[src/rtl/ascii_hex_telemetry_parser_assert.svh]
// ----------------------------------------------------------------------------
// ascii_hex_telemetry_parser assertion macros
// Clocked on clk, held off while rst is high.
// ----------------------------------------------------------------------------
`ifndef ASCII_HEX_TELEMETRY_PARSER_ASSERT_SVH
`define ASCII_HEX_TELEMETRY_PARSER_ASSERT_SVH

// consequent holds in the same cycle as the antecedent
`define AHTP_ASSERT_NOW(label, ante, cons, msg) \
  label: assert property (@(posedge clk) disable iff (rst) (ante) |-> (cons)) \
    else $error(msg);

// consequent holds in the cycle after the antecedent
`define AHTP_ASSERT_NEXT(label, ante, cons, msg) \
  label: assert property (@(posedge clk) disable iff (rst) (ante) |=> (cons)) \
    else $error(msg);

`endif

[src/rtl/ahtp_pkg.sv]
// ----------------------------------------------------------------------------
// ahtp_pkg
// Character codes, packet and kind codes, and helpers for the telemetry parser.
// ----------------------------------------------------------------------------
`default_nettype none

package ahtp_pkg;

  localparam logic [7:0] CHAR_DOLLAR  = 8'd36;
  localparam logic [7:0] CHAR_A       = 8'd65;
  localparam logic [7:0] DIGIT_LIMIT  = 8'd57;
  localparam logic [7:0] DIGIT_OFFSET = 8'd48;
  localparam logic [7:0] ALPHA_OFFSET = 8'd55;

  localparam logic [7:0] PKT_SATS = 8'd0;
  localparam logic [7:0] PKT_LON  = 8'd2;
  localparam logic [7:0] PKT_LAT  = 8'd3;
  localparam logic [7:0] PKT_ALT  = 8'd10;

  localparam logic [1:0] KIND_SATS = 2'd0;
  localparam logic [1:0] KIND_ALT  = 2'd1;
  localparam logic [1:0] KIND_LON  = 2'd2;
  localparam logic [1:0] KIND_LAT  = 2'd3;

  // ceil(2^11 / 3): exact floor(x / 3) for x below 768
  localparam logic [9:0]  RECIP3     = 10'd683;
  // floor(2^32 / 3); 2^32 leaves remainder one
  localparam logic [31:0] THIRD_2_32 = 32'd1431655765;

  localparam logic [33:0] POS_LIMIT = 34'h0_7FFF_FFFF;
  localparam logic [33:0] NEG_LIMIT = 34'h0_8000_0000;

  typedef struct packed {
    logic [7:0] quot;
    logic [1:0] rem;
  } div3_t;

  function automatic logic [7:0] digit_value(input logic [7:0] c);
    digit_value = (c <= DIGIT_LIMIT) ? (c - DIGIT_OFFSET) : (c - ALPHA_OFFSET);
  endfunction

  // one base-256 digit of long division by three
  function automatic div3_t div3_step(input logic [1:0] rem_in, input logic [7:0] b);
    logic [9:0]  x;
    logic [19:0] prod;
    logic [9:0]  back;
    div3_t       res;
    x        = {rem_in, b};
    prod     = {10'd0, x} * {10'd0, RECIP3};
    res.quot = prod[18:11];
    back     = x - ({2'd0, res.quot} + {1'b0, res.quot, 1'b0});
    res.rem  = back[1:0];
    div3_step = res;
  endfunction

  // floor((5r + 1) / 3) for r in 0..2
  function automatic logic [1:0] round_add(input logic [1:0] r);
    logic [1:0] k;
    unique case (r)
      2'd0:    k = 2'd0;
      2'd1:    k = 2'd2;
      default: k = 2'd3;
    endcase
    round_add = k;
  endfunction

endpackage

`default_nettype wire

[src/rtl/ascii_hex_telemetry_parser.sv]
// ----------------------------------------------------------------------------
// ascii_hex_telemetry_parser
// Byte-serial decoder of '$'-framed hex telemetry packets.
// ----------------------------------------------------------------------------
// One received byte is taken per cycle unless in_stall is high; every byte gives
// exactly one result item, in order, through stage 1, stage 2 and the outputs.
// The frame word is divided by three one byte at a time as hex pairs arrive,
// so the five-thirds scaling needs only a short add and a saturating negate
// in the two stages behind the parser. in_stall rises only while a result is
// held by out_stall with the pipeline full.
`default_nettype none

module ascii_hex_telemetry_parser (
  input  wire               clk,
  input  wire               rst,
  input  wire               in_valid,
  output logic              in_stall,
  input  wire  [7:0]        rx_byte,
  output logic              out_valid,
  input  wire               out_stall,
  output logic              frame_valid,
  output logic [1:0]        item_kind,
  output logic signed [31:0] item_value
);

  `include "ascii_hex_telemetry_parser_assert.svh"

  localparam logic [1:0] PH_IDLE   = 2'd0;
  localparam logic [1:0] PH_LETTER = 2'd1;
  localparam logic [1:0] PH_HEX    = 2'd2;

  // parser state
  logic [1:0]  phase, phase_next;
  logic [2:0]  char_count, char_count_next;
  logic [7:0]  packet_number, packet_number_next;
  logic [3:0]  hi_nib, hi_nib_next;
  logic [15:0] top16, top16_next;
  logic [23:0] quot, quot_next;
  logic [1:0]  rem, rem_next;

  // stage 1
  logic        s1_valid;
  logic        s1_fv, s1_fv_next;
  logic [1:0]  s1_kind, s1_kind_next;
  logic        s1_scaled, s1_scaled_next;
  logic        s1_neg, s1_neg_next;
  logic [31:0] s1_quot, s1_quot_next;
  logic [1:0]  s1_rem, s1_rem_next;
  logic [31:0] s1_plain, s1_plain_next;

  // stage 2
  logic        s2_valid;
  logic        s2_fv;
  logic [1:0]  s2_kind;
  logic        s2_scaled;
  logic        s2_neg;
  logic [33:0] s2_mag, s2_mag_next;
  logic [31:0] s2_plain;

  logic [31:0] value_next;

  logic out_en, s2_en, s1_en, accept;
  logic [7:0] dv;
  logic [7:0] pair;
  ahtp_pkg::div3_t step;
  logic [31:0] a_adj;
  logic [1:0]  r_adj;

  assign out_en   = !out_valid || !out_stall;
  assign s2_en    = !s2_valid || out_en;
  assign s1_en    = !s1_valid || s2_en;
  assign in_stall = !s1_en;
  assign accept   = in_valid && s1_en;

  assign dv   = ahtp_pkg::digit_value(rx_byte);
  assign pair = {hi_nib, 4'd0} + dv;
  assign step = ahtp_pkg::div3_step((char_count == 3'd1) ? 2'd0 : rem, pair);

  always_comb begin
    phase_next         = phase;
    char_count_next    = char_count;
    packet_number_next = packet_number;
    hi_nib_next        = hi_nib;
    top16_next         = top16;
    quot_next          = quot;
    rem_next           = rem;
    s1_fv_next         = 1'b0;
    s1_kind_next       = ahtp_pkg::KIND_SATS;
    s1_scaled_next     = 1'b0;
    s1_neg_next        = 1'b0;
    s1_quot_next       = {quot, step.quot};
    s1_rem_next        = step.rem;
    s1_plain_next      = 32'd0;
    unique case (phase)
      PH_IDLE: begin
        if (rx_byte == ahtp_pkg::CHAR_DOLLAR) begin
          char_count_next = 3'd0;
          phase_next      = PH_LETTER;
        end
      end
      PH_LETTER: begin
        packet_number_next = rx_byte - ahtp_pkg::CHAR_A;
        phase_next         = PH_HEX;
      end
      PH_HEX: begin
        if (!char_count[0]) begin
          hi_nib_next = dv[3:0];
        end else begin
          quot_next = {quot[15:0], step.quot};
          rem_next  = step.rem;
        end
        if (char_count == 3'd1) top16_next[15:8] = pair;
        if (char_count == 3'd3) top16_next[7:0]  = pair;
        if (char_count == 3'd7) begin
          char_count_next = 3'd0;
          phase_next      = PH_IDLE;
          s1_neg_next     = top16[15];
          unique case (packet_number)
            ahtp_pkg::PKT_SATS: begin
              s1_fv_next    = 1'b1;
              s1_kind_next  = ahtp_pkg::KIND_SATS;
              s1_plain_next = {24'd0, top16[15:8]};
            end
            ahtp_pkg::PKT_ALT: begin
              s1_fv_next    = 1'b1;
              s1_kind_next  = ahtp_pkg::KIND_ALT;
              s1_plain_next = {{16{top16[15]}}, top16};
            end
            ahtp_pkg::PKT_LON: begin
              s1_fv_next     = 1'b1;
              s1_kind_next   = ahtp_pkg::KIND_LON;
              s1_scaled_next = 1'b1;
            end
            ahtp_pkg::PKT_LAT: begin
              s1_fv_next     = 1'b1;
              s1_kind_next   = ahtp_pkg::KIND_LAT;
              s1_scaled_next = 1'b1;
            end
            default: begin
              s1_fv_next = 1'b0;
            end
          endcase
        end else begin
          char_count_next = char_count + 3'd1;
        end
      end
      default: begin
        phase_next      = PH_IDLE;
        char_count_next = 3'd0;
      end
    endcase
  end

  // negative word: |w| = 2^32 - w, refolded into quotient and remainder by three
  always_comb begin
    a_adj = s1_quot;
    r_adj = s1_rem;
    if (s1_neg) begin
      unique case (s1_rem)
        2'd0: begin
          a_adj = ahtp_pkg::THIRD_2_32 - s1_quot;
          r_adj = 2'd1;
        end
        2'd1: begin
          a_adj = ahtp_pkg::THIRD_2_32 - s1_quot;
          r_adj = 2'd0;
        end
        default: begin
          a_adj = ahtp_pkg::THIRD_2_32 - s1_quot - 32'd1;
          r_adj = 2'd2;
        end
      endcase
    end
    s2_mag_next = {a_adj, 2'b00} + {2'b00, a_adj}
                + {32'd0, ahtp_pkg::round_add(r_adj)};
  end

  always_comb begin
    value_next = s2_plain;
    if (s2_scaled) begin
      if (!s2_neg) begin
        value_next = (s2_mag > ahtp_pkg::POS_LIMIT) ? ahtp_pkg::POS_LIMIT[31:0] : s2_mag[31:0];
      end else begin
        value_next = (s2_mag > ahtp_pkg::NEG_LIMIT) ? ahtp_pkg::NEG_LIMIT[31:0]
                                                     : (~s2_mag[31:0] + 32'd1);
      end
    end
  end

  always_ff @(posedge clk) begin
    if (rst) begin
      phase      <= PH_IDLE;
      char_count <= 3'd0;
    end else if (accept) begin
      phase      <= phase_next;
      char_count <= char_count_next;
    end
  end

  always_ff @(posedge clk) begin
    if (accept) begin
      packet_number <= packet_number_next;
      hi_nib        <= hi_nib_next;
      top16         <= top16_next;
      quot          <= quot_next;
      rem           <= rem_next;
    end
  end

  always_ff @(posedge clk) begin
    if (rst) begin
      s1_valid  <= 1'b0;
      s2_valid  <= 1'b0;
      out_valid <= 1'b0;
    end else begin
      if (s1_en)  s1_valid  <= accept;
      if (s2_en)  s2_valid  <= s1_valid;
      if (out_en) out_valid <= s2_valid;
    end
  end

  always_ff @(posedge clk) begin
    if (accept) begin
      s1_fv     <= s1_fv_next;
      s1_kind   <= s1_kind_next;
      s1_scaled <= s1_scaled_next;
      s1_neg    <= s1_neg_next;
      s1_quot   <= s1_quot_next;
      s1_rem    <= s1_rem_next;
      s1_plain  <= s1_plain_next;
    end
    if (s2_en && s1_valid) begin
      s2_fv     <= s1_fv;
      s2_kind   <= s1_kind;
      s2_scaled <= s1_scaled;
      s2_neg    <= s1_neg;
      s2_mag    <= s2_mag_next;
      s2_plain  <= s1_plain;
    end
    if (out_en && s2_valid) begin
      frame_valid <= s2_fv;
      item_kind   <= s2_kind;
      item_value  <= $signed(value_next);
    end
  end

  `AHTP_ASSERT_NOW(a_stall_cause, in_stall, out_valid && out_stall, "stall without held result")
  `AHTP_ASSERT_NEXT(a_frame_end, accept && phase == PH_HEX && char_count == 3'd7,
                    phase == PH_IDLE && char_count == 3'd0, "frame did not close")
  `AHTP_ASSERT_NOW(a_sats_range, out_valid && frame_valid && item_kind == ahtp_pkg::KIND_SATS,
                   item_value[31:8] == 24'd0, "satellite count out of range")

endmodule

`default_nettype wire
[config.mk]
export PLATFORM = sky130hd
export DESIGN_NAME = ascii_hex_telemetry_parser
export DESIGN_NICKNAME = d
export VERILOG_FILES = /design/src/rtl/ahtp_pkg.sv /design/src/rtl/ascii_hex_telemetry_parser.sv
export VERILOG_INCLUDE_DIRS = /design/src /design/src/rtl
export SDC_FILE = /design/constraint.sdc
export NUM_CORES = 1
export LEC_CHECK = 0
export BUFFER_PORTS_ARGS = -buffer_cell sky130_fd_sc_hd__buf_2
export CAP_MARGIN = 0
export CORE_UTILIZATION = 55
export DETAILED_ROUTE_END_ITERATION = 10
export HOLD_SLACK_MARGIN = 0.1
export PLACE_DENSITY = 0.72
export REMOVE_ABC_BUFFERS = 1
export SLEW_MARGIN = 10
export SYNTH_ARGS = -nofsm -noshare
export SYNTH_HDL_FRONTEND = slang
export SYNTH_SLANG_ARGS = --single-unit
[constraint.sdc]
create_clock -name clk -period 21.4 [get_ports clk]
set_input_delay 4.28 -clock clk [delete_from_list [all_inputs] [get_ports clk]]
set_output_delay 4.28 -clock clk [all_outputs]
set_load 0.01 [all_outputs]
# After elaboration in Yosys (flattened, before gate mapping)
# Index checks and enable logic that the tools add are counted.
# classes
add_sub_neg	12
n_mul	1
n_div	0
n_lt_le_gt_ge	3
eq_ne	13
n_shift	0
muxes	21
bitwise	3
reduce_logical	26
# op_table
operator	count
$mux W32	6
$pmux W32 S2	1
$add A34 B2 Y34	1
$add A34 B32 Y34	1
$gt A34 B31 Y1 const B	1
$gt A34 B32 Y1 const B	1
$add A32 B1 Y32 const B	1
$not A32 Y32	1
$sub A31 B32 Y32 const A	1
$sub A32 B1 Y32 const B	1
$mul A10 B10 Y19 const B	1
$reduce_and A3 Y1	6
$eq A8 B2 Y1 const B	2
$sub A8 B6 Y8 const B	2
$pmux W2 S3	2
$pmux W3 S3	1
$add A8 B8 Y8	1
$eq A8 B4 Y1 const B	1
$eq A8 B6 Y1 const B	1
$le A8 B6 Y1 const B	1
$logic_not A8 Y1	1
$mux W2	4
$mux W8	1
$pmux W2 S2	2
other kinds (20)	38
# word_totals
ff_bits	239
latchBits	0
ram_bits	0
romBits	0
inputBits	12
output_inout_bits	37
elab_cells	106
mem_count	0

# Depth between registers and ports, before layout
# depth
depth_word	6
ltp_mapped	30
ltp_nobuf	29

# Worst setup path after synthesis
# No wires, ideal clock.
# synth_timing
path_type	input-to-reg
start	input port rx_byte[0]
end	register rem[1] (data pin)
setup_time_ns	0.268
t_arrival_ns	10.452
required_ns	21.132
path_slack_ns	10.680
path_stages	28
n_path_buf	1
path_cell_list	inv_1 ha_1 o21ba_2 o21a_1 clkbuf_1 nor2_1 xnor2_1 ha_1 inv_1 fa_1 xnor2_1 ha_1 ha_1 inv_1 fa_1 inv_1 fa_1 inv_1 fa_1 inv_1 ha_1 nand3_1 o211a_1 or2_2 xnor2_1 ha_1 xnor3_1 xnor2_1
# synth_between
elab_chain_cells	6
word_cells_on_any_way	8
classes_between	add/sub: 5; mul: 1; order compare: 1; mux: 1
# synth_lines
element	line	text
from (decl)	ascii_hex_telemetry_parser.sv:18	input wire [7:0] rx_byte,
$sub A8 B6 Y8 or $le A8 B6 Y1 (tied branches)	ahtp_pkg.sv:39	digit_value = (c <= DIGIT_LIMIT) ? (c - DIGIT_OFFSET) : (c - ALPHA_OFFSET);
$mux W8 *	ahtp_pkg.sv:39	
$add A8 B8 Y8 *	ascii_hex_telemetry_parser.sv:76	assign pair = {hi_nib, 4'd0} + dv;
$mul A10 B10 Y19 *	ahtp_pkg.sv:49	prod = {10'd0, x} * {10'd0, RECIP3};
via s1_quot_next[0]	ascii_hex_telemetry_parser.sv:47	logic [31:0] s1_quot, s1_quot_next;
$add A2 B2 Y2 *	ahtp_pkg.sv:51	back = x - ({2'd0, res.quot} + {1'b0, res.quot, 1'b0});
$sub A2 B2 Y2 *	ahtp_pkg.sv:51	
via s1_rem_next[1]	ascii_hex_telemetry_parser.sv:48	logic [1:0] s1_rem, s1_rem_next;
to (signal assigned)	ascii_hex_telemetry_parser.sv:206	rem <= rem_next;
to (decl)	ascii_hex_telemetry_parser.sv:39	logic [1:0] rem, rem_next;
# The timed path passes the listed nets; every way through them passes the cells marked *.
# A chain may end at the register's enable or synchronous reset.

# Final worst setup path
# layout_timing
start	input port rx_byte[0]
end	register rem[1] (data pin)
# layout_between
elab_chain_cells	6
word_cells_on_any_way	8
classes_between	add/sub: 5; mul: 1; order compare: 1; mux: 1
# layout_lines
element	line	text
$sub A8 B6 Y8 or $le A8 B6 Y1 (tied branches)	ahtp_pkg.sv:39	
$mux W8 *	ahtp_pkg.sv:39	
$add A8 B8 Y8 *	ascii_hex_telemetry_parser.sv:76	
via pair[7]	ascii_hex_telemetry_parser.sv:64	logic [7:0] pair;
$mul A10 B10 Y19 *	ahtp_pkg.sv:49	
via s1_quot_next[0]	ascii_hex_telemetry_parser.sv:47	
$add A2 B2 Y2 *	ahtp_pkg.sv:51	
$sub A2 B2 Y2 *	ahtp_pkg.sv:51	
via s1_rem_next[1]	ascii_hex_telemetry_parser.sv:48	
# Marked as above.

==> impl_metrics.toml <==
[global_route]
grt_overflow_total = 0
grt_pass1_wl_um = 42300
grt_pass1_vias = 8612
grt_util_all_layers_pct = 20.9
grt_max_degree = 64
antenna_found_initial = 0

[logic_synthesis]
synth_area_leaders = "edfxtp_1 44%, ha_1 10%, xnor2_1 4.9%, nor2_1 3.4%, fa_1 3.3%"
synth_flop_cell = "edfxtp_1"
ys_warn_count = 0
netlist_top_cells_count = "199 x edfxtp_1, 122 x nor2_1, 112 x ha_1"
syn_area_mm2 = 0.0134
synth.avg_cell_area_um2 = 10.5
synth_edf_count = 199
post-synth-top-count-cell = "edfxtp_1"
async_reset_ff_share_pct = 0
syn_inst = 1281
ys_ff_latch = 207
synth_top_area_share_pct = 44.4
synth_cell_types = 75
yosys.area.top_type = "edfxtp_1"
yosysSeqAreaShare_pct = 45.6

[sta]
timing.slew.headroom_pct = 23.2
setup_tns_ns = 0
rsz0062_at_grt = "no"
timing.fmax_ghz = 0.0926
drv_slew = 0
period_needed_ns = 10.80
hold_violations = 0
period_share_pct = 50.5
tightest_slew_ns = 1.15
fin_ws_ns = 10.60
skew_ns = 0.0201
setup_viol = 0

[min_path]
min_from = "quot[22]"
worstHoldPathCells = 0
whs_endpoint = "s1_quot[30]"
hold_path_class = "flop to flop"

[power]
power_density_mw_per_mm2 = 126
seqPwrFrac_pct = 33.5
internal-power_mw = 1.16
combPwrFrac_pct = 47.2
power_frac_clock_pct = 19.3
ir_drop_mv = 0.137
p_sw_uw = 678
swShare_pct = 36.8
p_leak_nw = 5.75

[placed_design]
placed_cell_area_mm2 = 0.0140
gp_congestion = 0.875
port_buffers = 48
place_ws_ns = 10.03
dp_hpwl_um = 19300

[clocking]
cts_setup_buffers = 0
cts-root-buf = "clkbuf_16"
insertion_delay_ns = 0.51
cts_resized = 0
cts_tree = "done"
path_clk_slew_ns = 0.07
clock-sinks = 207
hold_buffers = 0
cts_htree_levels = 1
clk_path_buf_depth = 3
cts_inserted_buffers = 21

[die]
initial_utilization_pct = 56.6
die_w_um = 158
pin_count = 49
core.rowCount = 56
die_h_um = 158
fp.dieArea_mm2 = 0.0251
core_mm2 = 0.0238

[layout]
design_area_mm2 = 0.0147
seq_area_mm2 = 0.00614
drive_gt1_share_pct = 8.82
final.fill_count = 1902
area_growth_pct = 9.04
multi_input_area_mm2 = 0.00677
nNetsFinal = 1458
diodes = 0

[detailed_routing]
vias = 9451
wire_per_inst_um = 15.5
wl_um = 25500
vias_per_cell = 5.75
initialDrtViolationCount = 549
drt_pass1_iterations = 5
drc = 0
antenna_left = 0

[critical_path]
r2r_end = "rem[1]"
cp-end-kind = "flop"
critPathBufInv = 6
cp_top_family = "adder cells"
crit_fanout = 9
crit_type = "input pin to flop"
cpPeakStageDelay_ns = 0.52
r2r_start = "hi_nib[2]"
reg2reg_depth = 22
slowest_stage = "fa_1"
r2r_slack_ns = 15.22
arrival_ns = 11.04
cpMostUsedCell = "ha_1"
critPathLaunchType = "input pin"
worstPathRequired_ns = 21.63

[flow_run]
cap_violations = 0

[run_status]
status = "completed"
-- worst max-delay path by stage --
stage	startpoint	to	slack [ns]	cells after the start
after floorplan	rx_byte[0]	rem[1]	10.76	27
after global placement	rx_byte[0]	rem[1]	10.24	28
after detailed placement	rx_byte[0]	rem[1]	10.03	28
after CTS	rx_byte[0]	rem[1]	10.59	28
after global routing	rx_byte[0]	rem[1]	10.27	28
final	rx_byte[0]	rem[1]	10.60	28
-- layout by cell type, fill, tap and decap left out, types with 9 or more instances in the layout --
master     count
buf_4         10
nor3_1        28
nand2b_1      12
a21o_1        30
inv_1         99
o211ai_1      11
or3_1         15
nor2_1       121
nand4_1       14
o31ai_1       15
buf_2         48
nand2_1       76
fa_1          22
edfxtp_1     199
nand3_1       23
nand3b_1      10
nor2b_1        9
a221oi_1      12
a22oi_1        9
o41ai_1        9
and3_1        18
o21ai_0       59
ha_1         112
a21oi_1       70
clkbuf_16     21
xnor2_1       75
a31oi_1       21
xor2_1        25
-- per-layer routing --
| metal | part of all wire, % | vias to the layer above | track usage, % |
|---|---|---|---|
| met1 | 48 | 4404 | 30.1 |
| met3 | 4.2 | 38 | 2.37 |
| li1 | - | 4783 | - |
| met2 | 46 | 226 | 33.5 |
| met4 | 1.9 | 0 | 5.59 |
| met5 | 0 | - | 0 |
-- final cells by class --
class	instances	share of cell area [%]
clock inverter	13	0.904
sequential	207	41.8
clock buffer	24	3.66
inverter	99	2.53
timing repair buffer	58	2.15
tap	319	2.72
multi-input combinational	925	46.2
-- cell families (layout without fill, tap and decap cells) --
kind of cell             Yosys count  after routing  synth area share (%)
AND/OR/NAND/NOR                  382            382                  14.4
AO/OA/AOI/OAI                    306            306                  15.2
flip-flops                       207            207                  45.6
buffers and inverters            149            194                  4.21
adder cells (fa/ha/maj)          134            134                  13.7
XOR/XNOR                         101            101                  6.68
multiplexers                       2              2                 0.158
-- power groups by stage --
stage / clock, mW / combinational [mW] / sequential, mW
6_report: 0.355 / 0.869 / 0.616
5_1_grt: 0.378 / 0.984 / 0.622
2_1_floorplan: 0 / 0.685 / 0.611
3_3_place_gp: 0 / 0.829 / 0.621
4_1_cts: 0.362 / 0.872 / 0.615
3_5_place_dp: 0 / 0.860 / 0.623
-- registers in the layout, indices dropped and copies added (netlist names), 3 cells and up --
signal / cells
char_count: 3
hi_nib: 4
item_value: 32
packet_number: 8
quot: 24
s1_plain: 16
s1_quot: 32
s2_mag: 34
s2_plain: 16
top16: 16
-- per-stage QoR --
| stage | instances | util [%] | total power, mW | hold slack (ns) |
|---|---|---|---|---|
| after floorplan | 1231 | - | 1.30 | 0.400 |
| after global routing | 1645 | 61.7 | 1.98 | 0.425 |
| after detailed placement | 1608 | 58.9 | 1.48 | 0.405 |
| after global placement | 1608 | 58.9 | 1.45 | 0.401 |
| final | 1645 | 61.7 | 1.84 | 0.415 |
| after CTS | 1645 | 61.7 | 1.85 | 0.416 |
Power figures use the tool's default switching activity.
